File: src/design/lcdbs_pkg.sv
// Package for the character LCD bus sequencer.
// Holds request codes, register indexes, command bytes, reset values and the phase type.
// No dependencies.
package lcdbs_pkg;

  // Request codes carried on the func field.
  typedef enum logic [2:0] {
    FUNC_DATA   = 3'd0,
    FUNC_CMD    = 3'd1,
    FUNC_GOTO   = 3'd2,
    FUNC_INIT   = 3'd3,
    FUNC_STATUS = 3'd4
  } func_e;

  // Configuration register indexes.
  typedef enum logic [1:0] {
    CFG_SETTLE   = 2'd0,
    CFG_RECOVERY = 2'd1,
    CFG_CLEAR    = 2'd2
  } cfg_idx_e;

  // Widths and depths fixed by the interface.
  localparam int unsigned HoldBitsDefault = 16;
  localparam int unsigned HoldPortW       = 16;
  localparam int unsigned MaxPhases       = 4;
  localparam int unsigned PhaseCntW       = $clog2(MaxPhases + 1);
  localparam int unsigned PhaseIdxW       = $clog2(MaxPhases);

  // Register reset values, in 250 ns units.
  localparam logic [15:0] SettleReset   = 16'd32;
  localparam logic [15:0] RecoveryReset = 16'd200;
  localparam logic [15:0] ClearReset    = 16'd8000;

  // Fixed phase lengths.
  localparam logic [1:0] PollHold  = 2'd2;
  localparam logic [0:0] PulseHold = 1'b1;

  // Command bytes and address constants.
  localparam logic [7:0] CmdSetDdram  = 8'h80;
  localparam logic [7:0] Line2Offset  = 8'h40;
  localparam logic [7:0] CmdClear     = 8'h01;
  localparam logic [7:0] CmdFuncSet   = 8'b0011_1000;
  localparam logic [7:0] CmdDisplayOn = 8'b0000_1110;
  localparam logic [7:0] CmdEntryMode = 8'b0000_0110;
  localparam logic [2:0] InitSteps    = 3'd4;
  localparam logic [1:0] LineTwo      = 2'd2;

  // Pin settings of one phase; its length travels alongside.
  typedef struct packed {
    logic       rs;
    logic       rw;
    logic       en;
    logic       drv;
    logic [7:0] byte_val;
    logic       samp;
  } phase_t;

  // Command issued at each step of the init sequence.
  function automatic logic [7:0] init_cmd(input logic [1:0] step);
    logic [7:0] cmd;
    unique case (step)
      2'd0:    cmd = CmdFuncSet;
      2'd1:    cmd = CmdDisplayOn;
      2'd2:    cmd = CmdEntryMode;
      default: cmd = CmdClear;
    endcase
    return cmd;
  endfunction

endpackage

File: src/design/lcdbs_cfg_regs.sv
// Configuration registers of the LCD bus sequencer: settle, recovery and clear waits.
// Depends on lcdbs_pkg.
module lcdbs_cfg_regs
  import lcdbs_pkg::*;
#(
  parameter int unsigned HOLD_BITS = HoldBitsDefault,
  localparam int unsigned HoldW    = (HOLD_BITS < HoldPortW) ? HOLD_BITS : HoldPortW
) (
  input  logic             clk_i,
  input  logic             rst_ni,
  input  logic             cfg_valid_i,
  input  logic [1:0]       cfg_index_i,
  input  logic [15:0]      cfg_data_i,
  output logic [HoldW-1:0] settle_o,
  output logic [HoldW-1:0] recovery_o,
  output logic [HoldW-1:0] clear_o
);

  logic [HoldW-1:0] settle_q, recovery_q, clear_q;

  // Register writes; an index beyond the list is dropped.
  always_ff @(posedge clk_i or negedge rst_ni) begin
    if (!rst_ni) begin
      settle_q   <= SettleReset[HoldW-1:0];
      recovery_q <= RecoveryReset[HoldW-1:0];
      clear_q    <= ClearReset[HoldW-1:0];
    end else if (cfg_valid_i) begin
      unique case (cfg_idx_e'(cfg_index_i))
        CFG_SETTLE:   settle_q   <= cfg_data_i[HoldW-1:0];
        CFG_RECOVERY: recovery_q <= cfg_data_i[HoldW-1:0];
        CFG_CLEAR:    clear_q    <= cfg_data_i[HoldW-1:0];
        default:      ;
      endcase
    end
  end

  assign settle_o   = settle_q;
  assign recovery_o = recovery_q;
  assign clear_o    = clear_q;

endmodule

File: src/design/lcdbs_seq.sv
// Request sequencer: holds the poll and init state and turns one item into its phase list.
// Depends on lcdbs_pkg.
module lcdbs_seq
  import lcdbs_pkg::*;
#(
  parameter int unsigned HOLD_BITS = HoldBitsDefault,
  localparam int unsigned HoldW    = (HOLD_BITS < HoldPortW) ? HOLD_BITS : HoldPortW
) (
  input  logic                              clk_i,
  input  logic                              rst_ni,
  input  logic                              advance_i,
  input  logic [2:0]                        func_i,
  input  logic [7:0]                        payload_i,
  input  logic [6:0]                        position_i,
  input  logic [1:0]                        display_line_i,
  input  logic [HoldW-1:0]                  settle_i,
  input  logic [HoldW-1:0]                  recovery_i,
  input  logic [HoldW-1:0]                  clear_i,
  output logic [PhaseCntW-1:0]              count_o,
  output phase_t [MaxPhases-1:0]            phases_o,
  output logic [MaxPhases-1:0][HoldW-1:0]   holds_o
);

  logic       waiting_q, waiting_d;
  logic [7:0] pend_byte_q, pend_byte_d;
  logic       pend_data_q, pend_data_d;
  logic [2:0] init_step_q, init_step_d;

  phase_t     poll_ph, settle_ph, pulse_ph, rec_ph, goto_ph;
  logic [7:0] goto_addr;
  logic       rs_pend;

  // Fixed phase shapes.
  always_comb begin
    rs_pend   = pend_data_q;
    poll_ph   = '{rs: 1'b0, rw: 1'b1, en: 1'b1, drv: 1'b0, byte_val: 8'h00, samp: 1'b1};
    settle_ph = '{rs: 1'b0, rw: 1'b1, en: 1'b0, drv: 1'b0, byte_val: 8'h00, samp: 1'b0};
    pulse_ph  = '{rs: rs_pend, rw: 1'b0, en: 1'b1, drv: 1'b1, byte_val: pend_byte_q,
                  samp: 1'b0};
    rec_ph    = pulse_ph;
    rec_ph.en = 1'b0;
    goto_addr = {1'b0, position_i} - 8'd1;
    if (display_line_i == LineTwo) begin
      goto_addr = goto_addr + Line2Offset;
    end
    goto_addr = goto_addr | CmdSetDdram;
    goto_ph   = '{rs: 1'b0, rw: 1'b0, en: 1'b1, drv: 1'b1, byte_val: goto_addr, samp: 1'b0};
  end

  // Next state and the phase list for the item at the head of the input register.
  always_comb begin
    waiting_d   = waiting_q;
    pend_byte_d = pend_byte_q;
    pend_data_d = pend_data_q;
    init_step_d = init_step_q;
    count_o     = '0;
    phases_o    = '0;
    holds_o     = '0;
    if (waiting_q) begin
      if (func_e'(func_i) == FUNC_STATUS) begin
        if (payload_i[7]) begin
          // Still busy: read the status again.
          count_o     = PhaseCntW'(1);
          phases_o[0] = poll_ph;
          holds_o[0]  = HoldW'(PollHold);
        end else begin
          waiting_d   = 1'b0;
          count_o     = PhaseCntW'(3);
          phases_o[0] = settle_ph;
          holds_o[0]  = settle_i;
          phases_o[1] = pulse_ph;
          holds_o[1]  = HoldW'(PulseHold);
          phases_o[2] = rec_ph;
          holds_o[2]  = (!pend_data_q && pend_byte_q == CmdClear) ? clear_i : recovery_i;
          if (init_step_q >= 3'd1 && init_step_q < InitSteps) begin
            // Init continues with its next command.
            pend_byte_d = init_cmd(init_step_q[1:0]);
            init_step_d = init_step_q + 3'd1;
            pend_data_d = 1'b0;
            waiting_d   = 1'b1;
            count_o     = PhaseCntW'(4);
            phases_o[3] = poll_ph;
            holds_o[3]  = HoldW'(PollHold);
          end else begin
            init_step_d = '0;
          end
        end
      end
    end else begin
      unique case (func_e'(func_i))
        FUNC_DATA, FUNC_CMD: begin
          pend_byte_d = payload_i;
          pend_data_d = (func_e'(func_i) == FUNC_DATA);
          waiting_d   = 1'b1;
          count_o     = PhaseCntW'(1);
          phases_o[0] = poll_ph;
          holds_o[0]  = HoldW'(PollHold);
        end
        FUNC_GOTO: begin
          count_o        = PhaseCntW'(2);
          phases_o[0]    = goto_ph;
          holds_o[0]     = HoldW'(PulseHold);
          phases_o[1]    = goto_ph;
          phases_o[1].en = 1'b0;
          holds_o[1]     = HoldW'(PulseHold);
        end
        FUNC_INIT: begin
          init_step_d = 3'd1;
          pend_byte_d = init_cmd(2'd0);
          pend_data_d = 1'b0;
          waiting_d   = 1'b1;
          count_o     = PhaseCntW'(1);
          phases_o[0] = poll_ph;
          holds_o[0]  = HoldW'(PollHold);
        end
        default: ;
      endcase
    end
  end

  // State update when the item leaves the input register.
  always_ff @(posedge clk_i or negedge rst_ni) begin
    if (!rst_ni) begin
      waiting_q   <= 1'b0;
      pend_byte_q <= 8'h00;
      pend_data_q <= 1'b0;
      init_step_q <= '0;
    end else if (advance_i) begin
      waiting_q   <= waiting_d;
      pend_byte_q <= pend_byte_d;
      pend_data_q <= pend_data_d;
      init_step_q <= init_step_d;
    end
  end

endmodule

File: src/design/lcdbs_phase_buf.sv
// Result register for the LCD bus sequencer: holds one item's phases and streams them out.
// Depends on lcdbs_pkg.
module lcdbs_phase_buf
  import lcdbs_pkg::*;
#(
  parameter int unsigned HOLD_BITS = HoldBitsDefault,
  localparam int unsigned HoldW    = (HOLD_BITS < HoldPortW) ? HOLD_BITS : HoldPortW
) (
  input  logic                            clk_i,
  input  logic                            rst_ni,
  input  logic                            load_i,
  output logic                            load_ready_o,
  input  logic [PhaseCntW-1:0]            count_i,
  input  phase_t [MaxPhases-1:0]          phases_i,
  input  logic [MaxPhases-1:0][HoldW-1:0] holds_i,
  output logic                            out_valid_o,
  input  logic                            out_ready_i,
  output phase_t                          phase_o,
  output logic [HoldW-1:0]                hold_o,
  output logic                            last_o
);

  logic [PhaseCntW-1:0]            cnt_q;
  logic [PhaseIdxW-1:0]            idx_q;
  phase_t [MaxPhases-1:0]          phases_q;
  logic [MaxPhases-1:0][HoldW-1:0] holds_q;
  logic [PhaseCntW-1:0]            cnt_m1;
  logic                            take;

  assign cnt_m1       = cnt_q - PhaseCntW'(1);
  assign out_valid_o  = (cnt_q != '0);
  assign last_o       = (idx_q == cnt_m1[PhaseIdxW-1:0]);
  assign take         = out_valid_o && out_ready_i;
  assign load_ready_o = !out_valid_o || (take && last_o);
  assign phase_o      = phases_q[idx_q];
  assign hold_o       = holds_q[idx_q];

  // Count and read pointer.
  always_ff @(posedge clk_i or negedge rst_ni) begin
    if (!rst_ni) begin
      cnt_q <= '0;
      idx_q <= '0;
    end else if (load_i) begin
      cnt_q <= count_i;
      idx_q <= '0;
    end else if (take) begin
      if (last_o) begin
        cnt_q <= '0;
      end else begin
        idx_q <= idx_q + PhaseIdxW'(1);
      end
    end
  end

  // Phase payload.
  always_ff @(posedge clk_i) begin
    if (load_i) begin
      phases_q <= phases_i;
      holds_q  <= holds_i;
    end
  end

endmodule

File: src/design/char_lcd_bus_sequencer.sv
// Top level of the character LCD bus sequencer.
// Depends on lcdbs_pkg, lcdbs_cfg_regs, lcdbs_seq and lcdbs_phase_buf.
//
// Usage: requests (write data, write command, go to position, init) and status samples
// enter on the in channel; pin phases leave on the out channel, up to four per item, each
// with its length in 250 ns units. The receiver drives the pins for that time and, when
// sample_status is set, reads the bus and sends it back as a status item.
// Registers are written on the cfg channel, which is always ready; write them only while
// no request is in flight.
// An accepted item is first held in an input register; its phases are then loaded into a
// result register, from which they are offered on the out channel.
// The result register sends one phase per cycle while the receiver is ready; an item has
// up to four phases, and an item with no phase sends nothing.
// The input register is refilled while the last phase of the previous item is taken.
// Reset: all waits return to their defaults (8 us, 50 us, 2 ms), no poll or init is
// pending and both registers are empty.
// When the receiver stalls, the current phase holds and the input register keeps its
// item, so at most one further item is accepted.
module char_lcd_bus_sequencer
  import lcdbs_pkg::*;
#(
  parameter int unsigned HOLD_BITS = HoldBitsDefault
) (
  input  logic        clk_i,
  input  logic        rst_ni,
  input  logic        cfg_valid_i,
  output logic        cfg_ready_o,
  input  logic [1:0]  cfg_index_i,
  input  logic [15:0] cfg_data_i,
  input  logic        in_valid_i,
  output logic        in_ready_o,
  input  logic [2:0]  func_i,
  input  logic [7:0]  payload_i,
  input  logic [6:0]  position_i,
  input  logic [1:0]  display_line_i,
  output logic        out_valid_o,
  input  logic        out_ready_i,
  output logic        reg_select_o,
  output logic        read_not_write_o,
  output logic        enable_o,
  output logic        drive_bus_o,
  output logic [7:0]  bus_byte_o,
  output logic [15:0] hold_units_o,
  output logic        sample_status_o,
  output logic        last_o
);

  localparam int unsigned HoldW = (HOLD_BITS < HoldPortW) ? HOLD_BITS : HoldPortW;

  logic                            in_valid_q;
  logic [2:0]                      func_q;
  logic [7:0]                      payload_q;
  logic [6:0]                      position_q;
  logic [1:0]                      line_q;
  logic                            advance;
  logic                            buf_ready;
  logic [HoldW-1:0]                settle, recovery, clear_w;
  logic [PhaseCntW-1:0]            count;
  phase_t [MaxPhases-1:0]          phases;
  logic [MaxPhases-1:0][HoldW-1:0] holds;
  phase_t                          cur_phase;
  logic [HoldW-1:0]                cur_hold;

  assign cfg_ready_o = 1'b1;
  assign advance     = in_valid_q && buf_ready;
  assign in_ready_o  = !in_valid_q || advance;

  // Input register.
  always_ff @(posedge clk_i or negedge rst_ni) begin
    if (!rst_ni) begin
      in_valid_q <= 1'b0;
    end else if (in_ready_o) begin
      in_valid_q <= in_valid_i;
    end
  end

  always_ff @(posedge clk_i) begin
    if (in_valid_i && in_ready_o) begin
      func_q     <= func_i;
      payload_q  <= payload_i;
      position_q <= position_i;
      line_q     <= display_line_i;
    end
  end

  // Configuration registers.
  lcdbs_cfg_regs #(.HOLD_BITS(HOLD_BITS)) u_cfg (
    .clk_i       (clk_i),
    .rst_ni      (rst_ni),
    .cfg_valid_i (cfg_valid_i),
    .cfg_index_i (cfg_index_i),
    .cfg_data_i  (cfg_data_i),
    .settle_o    (settle),
    .recovery_o  (recovery),
    .clear_o     (clear_w)
  );

  // Request decoding and poll state.
  lcdbs_seq #(.HOLD_BITS(HOLD_BITS)) u_seq (
    .clk_i          (clk_i),
    .rst_ni         (rst_ni),
    .advance_i      (advance),
    .func_i         (func_q),
    .payload_i      (payload_q),
    .position_i     (position_q),
    .display_line_i (line_q),
    .settle_i       (settle),
    .recovery_i     (recovery),
    .clear_i        (clear_w),
    .count_o        (count),
    .phases_o       (phases),
    .holds_o        (holds)
  );

  // Result register and phase streaming.
  lcdbs_phase_buf #(.HOLD_BITS(HOLD_BITS)) u_buf (
    .clk_i        (clk_i),
    .rst_ni       (rst_ni),
    .load_i       (advance),
    .load_ready_o (buf_ready),
    .count_i      (count),
    .phases_i     (phases),
    .holds_i      (holds),
    .out_valid_o  (out_valid_o),
    .out_ready_i  (out_ready_i),
    .phase_o      (cur_phase),
    .hold_o       (cur_hold),
    .last_o       (last_o)
  );

  assign reg_select_o     = cur_phase.rs;
  assign read_not_write_o = cur_phase.rw;
  assign enable_o         = cur_phase.en;
  assign drive_bus_o      = cur_phase.drv;
  assign bus_byte_o       = cur_phase.byte_val;
  assign sample_status_o  = cur_phase.samp;
  assign hold_units_o     = HoldPortW'(cur_hold);

endmodule
File: config.mk
export PLATFORM = sky130hd
export DESIGN_NAME = char_lcd_bus_sequencer
export DESIGN_NICKNAME = d
export VERILOG_FILES = /design/src/design/lcdbs_pkg.sv /design/src/design/lcdbs_cfg_regs.sv /design/src/design/lcdbs_seq.sv /design/src/design/lcdbs_phase_buf.sv /design/src/design/char_lcd_bus_sequencer.sv
export SDC_FILE = /design/constraint.sdc
export NUM_CORES = 1
export LEC_CHECK = 0
export BUFFER_PORTS_ARGS = -buffer_cell sky130_fd_sc_hd__buf_4
export CORE_ASPECT_RATIO = 0.5
export CORE_UTILIZATION = 53
export CTS_CLUSTER_DIAMETER = 100
export CTS_CLUSTER_SIZE = 25
export DETAILED_ROUTE_END_ITERATION = 8
export GPL_TIMING_DRIVEN = 0
export HOLD_SLACK_MARGIN = 0.06
export PLACE_DENSITY = 0.85
export SKIP_LAST_GASP = 1
export SYNTH_ARGS = -nofsm -noshare
export SYNTH_HDL_FRONTEND = slang
export SYNTH_SLANG_ARGS = --single-unit
File: constraint.sdc
create_clock -name clk_i -period 3.3 [get_ports clk_i]
set_input_delay 0.66 -clock clk_i [delete_from_list [all_inputs] [get_ports clk_i]]
set_output_delay 0.66 -clock clk_i [all_outputs]
set_load 0.02 [all_outputs]
==> reports/results.ini, run 1 <==
[layout]
antennaDiodeCount = 0
fin_nets = 640
fillers = 829
syn2layout_area_growth_pct = 20.71
drive_above_1_share_pct = 31.46

[drt]
dr_total_vias = 4273
ant_nets = 0
viasPerCell = 5.557
dr.pass1.iters = 5
drt-total-wl_um = 13750
remaining_drc_errors = 0
wire_per_inst_um = 17.88
drtIter0Drc = 356

[critical_path]
critPathTopFamily = compound AO/OA/AOI/OAI gates
startpoint_type = flip-flop
critPathKind = flip-flop to flip-flop
slowest_delay_ns = 0.62
r2r_start = u_buf.cnt_q[0]
crit_buf_inv = 2
path_cells = inv_1, ha_1, xor2_1, a31oi_2, clkinvlp_4, o21ai_0, mux2_2
worstSetupStartpoint = u_buf.cnt_q[0]
slowest_stage = clkinvlp_4
arrival_ns = 3.27
worstPathRequired_ns = 3.61
critPathMaxFanout = 17
crit_path_end_kind = flip-flop

[place]
gp_congestion = 0.8566
dp_hpwl_um = 9070
numPortBuffers = 74

[clock_network]
h-tree-depth = 4
holdBufCountCts = 0
path_clk_slew_ns = 0.06
cts_tree = yes
post_cts_buffers = 0
clock_path_buffers = 2
clkSinkCount = 150
cts_made_buffers = 17
clkLatencyLatePin_ns = 0.43
ctsResizeCount = 0
cts-root-buf = clkbuf_16

[floorplanning]
die_w_um = 159.6
io_pins = 76
die_y_um = 80.81
fp.dieArea_um2 = 12900
start_util_pct = 55.11
coreArea_um2 = 11950
num_rows = 28

[global_route]
grt_pass1_wl_um = 21980
grt_pass1_vias = 4402
track_usage_pct = 22.81
overflow = 0
grt_max_degree = 68
grt_antenna_before_repair = 0

[logic_synthesis]
yosysMostFrequentCell = edfxtp_1
synthDistinctLibCells = 48
yosys_most_used_dff = edfxtp_1
synth_cells = 495
ys_seq_area_share_pct = 63.51
synth_nets = 544
netlist_top_cells_count = edfxtp_1, dfrtp_1, mux2_2
synth_edf_count = 83
yosys.area.top_type = edfxtp_1
avgSynthCellArea_um2 = 13.30
netlist_area_um2 = 6584
yosysTopAreaCellShare_pct = 37.86
synth_warnings = 0
synthArstFlopShare_pct = 44.67
synth_area_leaders = edfxtp_1, dfrtp_1, mux2_2, mux2i_1, dfstp_2
synth_seq_cells = 150

[sta]
hold_ws_ns = 0.3162
fin_crit_sh_pct = 89.66
slew_violations = 0
clock_skew_ns = 0.01142
timing.fmax_mhz = 338.0
final.min_clock_period_ns = 2.959
worstMarginPinSlew_ns = 0.8422
relSlewSlack_pct = 43.85
tns_ns = 0
finalHoldViolations = 0
rsz0062_at_grt = false
setup_viol = 0

[hold_path]
hold_class = input pin to async pin

[run_status]
status = finished, final reports clean

[power]
peakVddDrop_mv = 0.3857
p_leak_uw = 0.003415
power.density_nw_per_um2 = 945.8

[run]
drv_cap = 0

## where the power goes
group | switching, µW | total [µW] | internal, µW
Clock | 814 | 1840 | 1020
Combinational | 1580 | 2540 | 962
Sequential | 294 | 3140 | 2850
## state kept, by name, summed over array words and instances, names as in the netlist
register,cells
func_q,3
in_valid_q,1
line_q,2
payload_q,8
position_q,7
u_buf.cnt_q,3
u_buf.holds_q,33
u_buf.idx_q,2
u_buf.phases_q,30
u_cfg.clear_o,16
u_cfg.recovery_o,16
u_cfg.settle_o,16
u_seq.init_step_q,3
u_seq.pend_byte_q,8
u_seq.pend_data_q,1
u_seq.waiting_q,1
## area by class of cell
type / count / area [µm²] / share of cell area (%)
flip-flops and latches: 150 / 4182 / 52.61
multi-input cells: 300 / 2236 / 28.13
repair buffers: 75 / 566.8 / 7.132
clock buffers: 18 / 450.4 / 5.668
well taps: 165 / 206.4 / 2.598
clock inverters: 14 / 111.4 / 1.401
plain buffers: 24 / 100.1 / 1.259
inverters: 21 / 82.58 / 1.039
repair inverters: 2 / 12.51 / 0.1574
## logic make-up after synthesis
logic type | Yosys count | synth area share, %
xor+xnor | 9 | 1.197
compound gates | 53 | 4.922
mux | 100 | 16.25
simple gates | 131 | 10.21
buf+inv | 45 | 2.718
flops | 150 | 63.51
other cells | 1 | 0.05696
fa+ha+maj | 6 | 1.140
## what timing repair did
item                       in CTS  in global routing
cloned                          1                  1
pin swaps                       0                  0
setup endpoints to repair      17                  1
## stage by stage
stage	setup WS, ns	cells	util (%)	area, µm²	power [µW]
6_report	0.3413	769	66.53	7948	7517
5_1_grt	0.1519	769	66.53	7948	7881
4_1_cts	-0.2429	768	66.46	7940	7517
3_5_place_dp	-0.3852	735	61.72	7373	5644
3_3_place_gp	-0.3045	734	61.57	7356	5512
2_1_floorplan	0.2295	495	-	6594	4706
## worst register-to-register path, stage by stage, from the launching register on
cell and delay [ns]:
dfrtp_1 0.41, inv_1 0.07, ha_1 0.34, xor2_1 0.18
a31oi_2 0.54, clkinvlp_4 0.63, o21ai_0 0.31, mux2_2 0.37
## metal layers
metal | vias to the layer above | part of all wire (%) | track usage (%) | wire, µm
li1 | 1984 | - | - | -
met1 | 2110 | 41 | 26.85 | 5661
met2 | 156 | 51 | 40.39 | 7064
met3 | 23 | 5.9 | 6.282 | 810
met4 | 0 | 1.5 | 9.615 | 210
met5 | - | 0 | 0 | 0
## placed cells by master, fill, tap and decap left out, drive strengths merged, types with 3 or more instances in the layout
master / instances
a21oi: 8
a22o: 4
a31oi: 5
and3: 21
buf: 82
clkbuf: 35
clkinv: 6
clkinvlp: 4
dfrtp: 57
dfstp: 10
edfxtp: 83
ha: 6
inv: 27
mux2: 55
mux2i: 45
nand2: 26
nand3: 4
nand3b: 4
nor2: 47
nor2b: 3
nor3: 3
nor3b: 3
o21ai: 25
o31ai: 3
or2: 5
or4: 3
xnor2: 7
## final timing paths
kind | to | slack (ns) | cells after the start
max | u_seq.init_step_q[2] | 0.34 | 7
min | in_valid_q | 0.32 | 1
max reg2reg | u_seq.init_step_q[2] | 0.34 | 7
min reg2reg | u_cfg.clear_o[14] | 0.51 | 1
max in group asynchronous | u_cfg.settle_o[9] | 2.41 | 1
min in group clk_i | position_q[2] | 0.41 | 1
(Power assumes the default switching activity.)
==> run 2: changes to the inputs <==
CORE_UTILIZATION = 50   (was 53)
PLACE_DENSITY = 0.82   (was 0.85)
==> run 2 against run 1 <==
Net effect: sequential share of layout area is 0.24 points lower; die area rose by 5.9%; largest power group unchanged; non-clock buffer count is the same; routed wire length is 0.93% higher; combinational power is essentially flat; first-iteration DRC count fell by 0.28%; clock-buffer cell count grew 4; total power up 0.94%; core utilization decreased by 3.8 points.
==> reports/results.ini, run 2 (same netlist as run 1, synthesis figures left out) <==
[layout]
largest-register = u_buf.holds_q
final_cell_mix = edfxtp_1, buf_4, dfrtp_1, mux2_2, nor2_1
reg_top3 = u_buf.holds_q: 33 flops, u_buf.phases_q: 30 flops
syn2layout_area_growth_pct = 21.27
fin_nets = 640  ; unchanged
fillers = 927  ; +12%
largest_reg_flops = 33  ; unchanged
mostFrequentLayoutCell = edfxtp_1
fin_area_um2 = 7984  ; +0.46%
multi_input_area_um2 = 2236  ; unchanged
seq_area_um2 = 4182  ; unchanged
antennaDiodeCount = 0  ; unchanged
drive_above_1_share_pct = 31.13  ; -0.33 points

[global_route]
grt_pass1_vias = 4350  ; -1.2%
grt_util_met3_pct = 5.345  ; -0.94 points
grt_max_degree = 68  ; unchanged
grt_use_met2_pct = 36.33  ; -4.1 points
grt_pass1_wl_um = 22500  ; +2.4%
overflow = 0  ; unchanged
busiest_layer = met2
grt_util_met1_pct = 28.14  ; +1.3 points
track_usage_pct = 22.10  ; -0.71 points
grt_antenna_before_repair = 0  ; unchanged

[sta]
final.min_clock_period_ns = 3.079  ; +0.1204 ns
fin_crit_sh_pct = 93.31  ; +3.6 points
relSlewSlack_pct = 42.23  ; -1.6 points
fin_ws_ns = 0.2209  ; -0.1204 ns
rsz0062_at_grt = false
clock_skew_ns = 0.005354  ; -0.006065 ns
setup_viol = 0  ; unchanged
finalHoldViolations = 0  ; unchanged
slew_violations = 0  ; unchanged
worstMarginPinSlew_ns = 0.8666  ; +0.02431 ns
timing.fmax_mhz = 324.8  ; -3.9%

[drt]
wire_per_inst_um = 17.93  ; +0.28%
dr.pass1.iters = 8  ; +3
viasPerCell = 5.500  ; -1.0%
ant_nets = 0  ; unchanged
drtIter0Drc = 355  ; -0.28%
dr_total_vias = 4257  ; -0.37%
drt-total-wl_um = 13880  ; +0.93%
remaining_drc_errors = 0  ; unchanged

[critical_path]
critPathMaxFanout = 16  ; -1
critPathKind = flip-flop to flip-flop
worstPathRequired_ns = 3.21  ; -0.40 ns
arrival_ns = 2.99  ; -0.28 ns
crit_path_end_kind = flip-flop
slowest_delay_ns = 0.97  ; +0.35 ns
critPathTopFamily = buffers and inverters
crit_buf_inv = 2  ; unchanged
slowest_stage = clkinvlp_2
startpoint_type = flip-flop
path_cells = inv_1, ha_1, xor2_1, a31oi_2, clkinvlp_2

[power]
peakVddDrop_mv = 0.4105  ; +6.4%
power.density_nw_per_um2 = 950.4  ; +0.48%
comb_power_share_pct = 33.6  ; -0.2 points
p_int_uw = 4964  ; +2.7%
clockPowerShare_pct = 25.0  ; +0.6 points
switching_share_pct = 34.58  ; -1.1 points
seqPwrFrac_pct = 41.4  ; -0.4 points
p_leak_uw = 0.003431  ; +0.49%
p_switching_uw = 2624  ; -2.2%

[clock_network]
clkLatencyLatePin_ns = 0.42  ; about the same
cts_made_buffers = 17  ; unchanged
clkSinkCount = 150  ; unchanged
path_clk_slew_ns = 0.06  ; about the same
clock_path_buffers = 2  ; unchanged
cts-root-buf = clkbuf_16
cts_tree = yes
post_cts_buffers = 0  ; unchanged
h-tree-depth = 4  ; unchanged

[place]
pre_cts_slack_ns = -0.4962  ; -0.1110 ns
numPortBuffers = 74  ; unchanged
dp_hpwl_um = 9031  ; -0.43%
gp_congestion = 0.8209  ; -4.2%
placed_area_um2 = 7383  ; +0.14%

[floorplanning]
die_w_um = 164.3  ; +2.9%
die_y_um = 83.14  ; +2.9%
fp.dieArea_um2 = 13660  ; +5.9%
coreArea_um2 = 12740  ; +6.6%
num_rows = 29  ; +3.6%
start_util_pct = 51.69  ; -3.4 points
io_pins = 76  ; unchanged

[run_status]
status = finished, final reports clean

[hold_path]
hold_class = input pin to async pin

[run]
drv_cap = 0  ; unchanged

-- run 2: what timing repair did --
item,CTS,global route
gates cloned,1,1
gates resized for setup,1,0
hold buffers,0,0
setup endpoints to repair,67,2
-- run 2: layer usage --
| layer | share of wire, % | vias up |
|---|---|---|
| li1 | - | 1974 |
| met2 | 49 | 127 |
| met5 | 0 | - |
| met4 | 2.1 | 0 |
| met1 | 44 | 2122 |
| met3 | 4.8 | 34 |
-- run 2: power groups by stage --
stage / clock [µW] / sequential (µW) / combinational, µW
finish: 1900 / 3140 / 2550
global route: 1990 / 3210 / 2750
CTS: 1910 / 3140 / 2540
detailed placement: 0 / 3180 / 2480
global placement: 0 / 3140 / 2400
floorplan: 0 / 3080 / 1630
-- run 2: through the flow --
step / cells / hold slack [ns] / utilization (%) / total power, µW / setup TNS [ns]
2_1_floorplan: 495 / 0.3644 / - / 4706 / 0
3_3_place_gp: 739 / 0.4825 / 57.81 / 5542 / -2.610
3_5_place_dp: 740 / 0.4907 / 57.97 / 5659 / -6.235
4_1_cts: 773 / 0.3852 / 62.65 / 7590 / 0
5_1_grt: 774 / 0.3964 / 62.69 / 7942 / 0
6_report: 774 / 0.3171 / 62.69 / 7588 / 0
-- run 2: layout make-up --
cell class	instances	share of cell area [%]
clock inverters	10	1.144
well taps	170	2.664
plain buffers	24	1.254
repair inverters	2	0.1567
repair buffers	75	7.146
clock buffers	22	6.222
multi-input cells	300	28.00
inverters	21	1.034
flip-flops and latches	150	52.37
-- run 2: final timing paths --
check | from | to | slack (ns) | cells after the start
setup / recovery | u_buf.cnt_q[0] | u_buf.holds_q[46] | 0.22 | 5
hold / removal | rst_ni | u_buf.idx_q[1] | 0.32 | 1
setup reg to reg | u_buf.cnt_q[0] | u_buf.holds_q[46] | 0.22 | 5
hold reg to reg | u_cfg.recovery_o[2] | u_cfg.recovery_o[2] | 0.50 | 1
max in group asynchronous | rst_ni | u_cfg.clear_o[13] | 2.38 | 1
min in group clk_i | display_line_i[0] | line_q[0] | 0.41 | 1
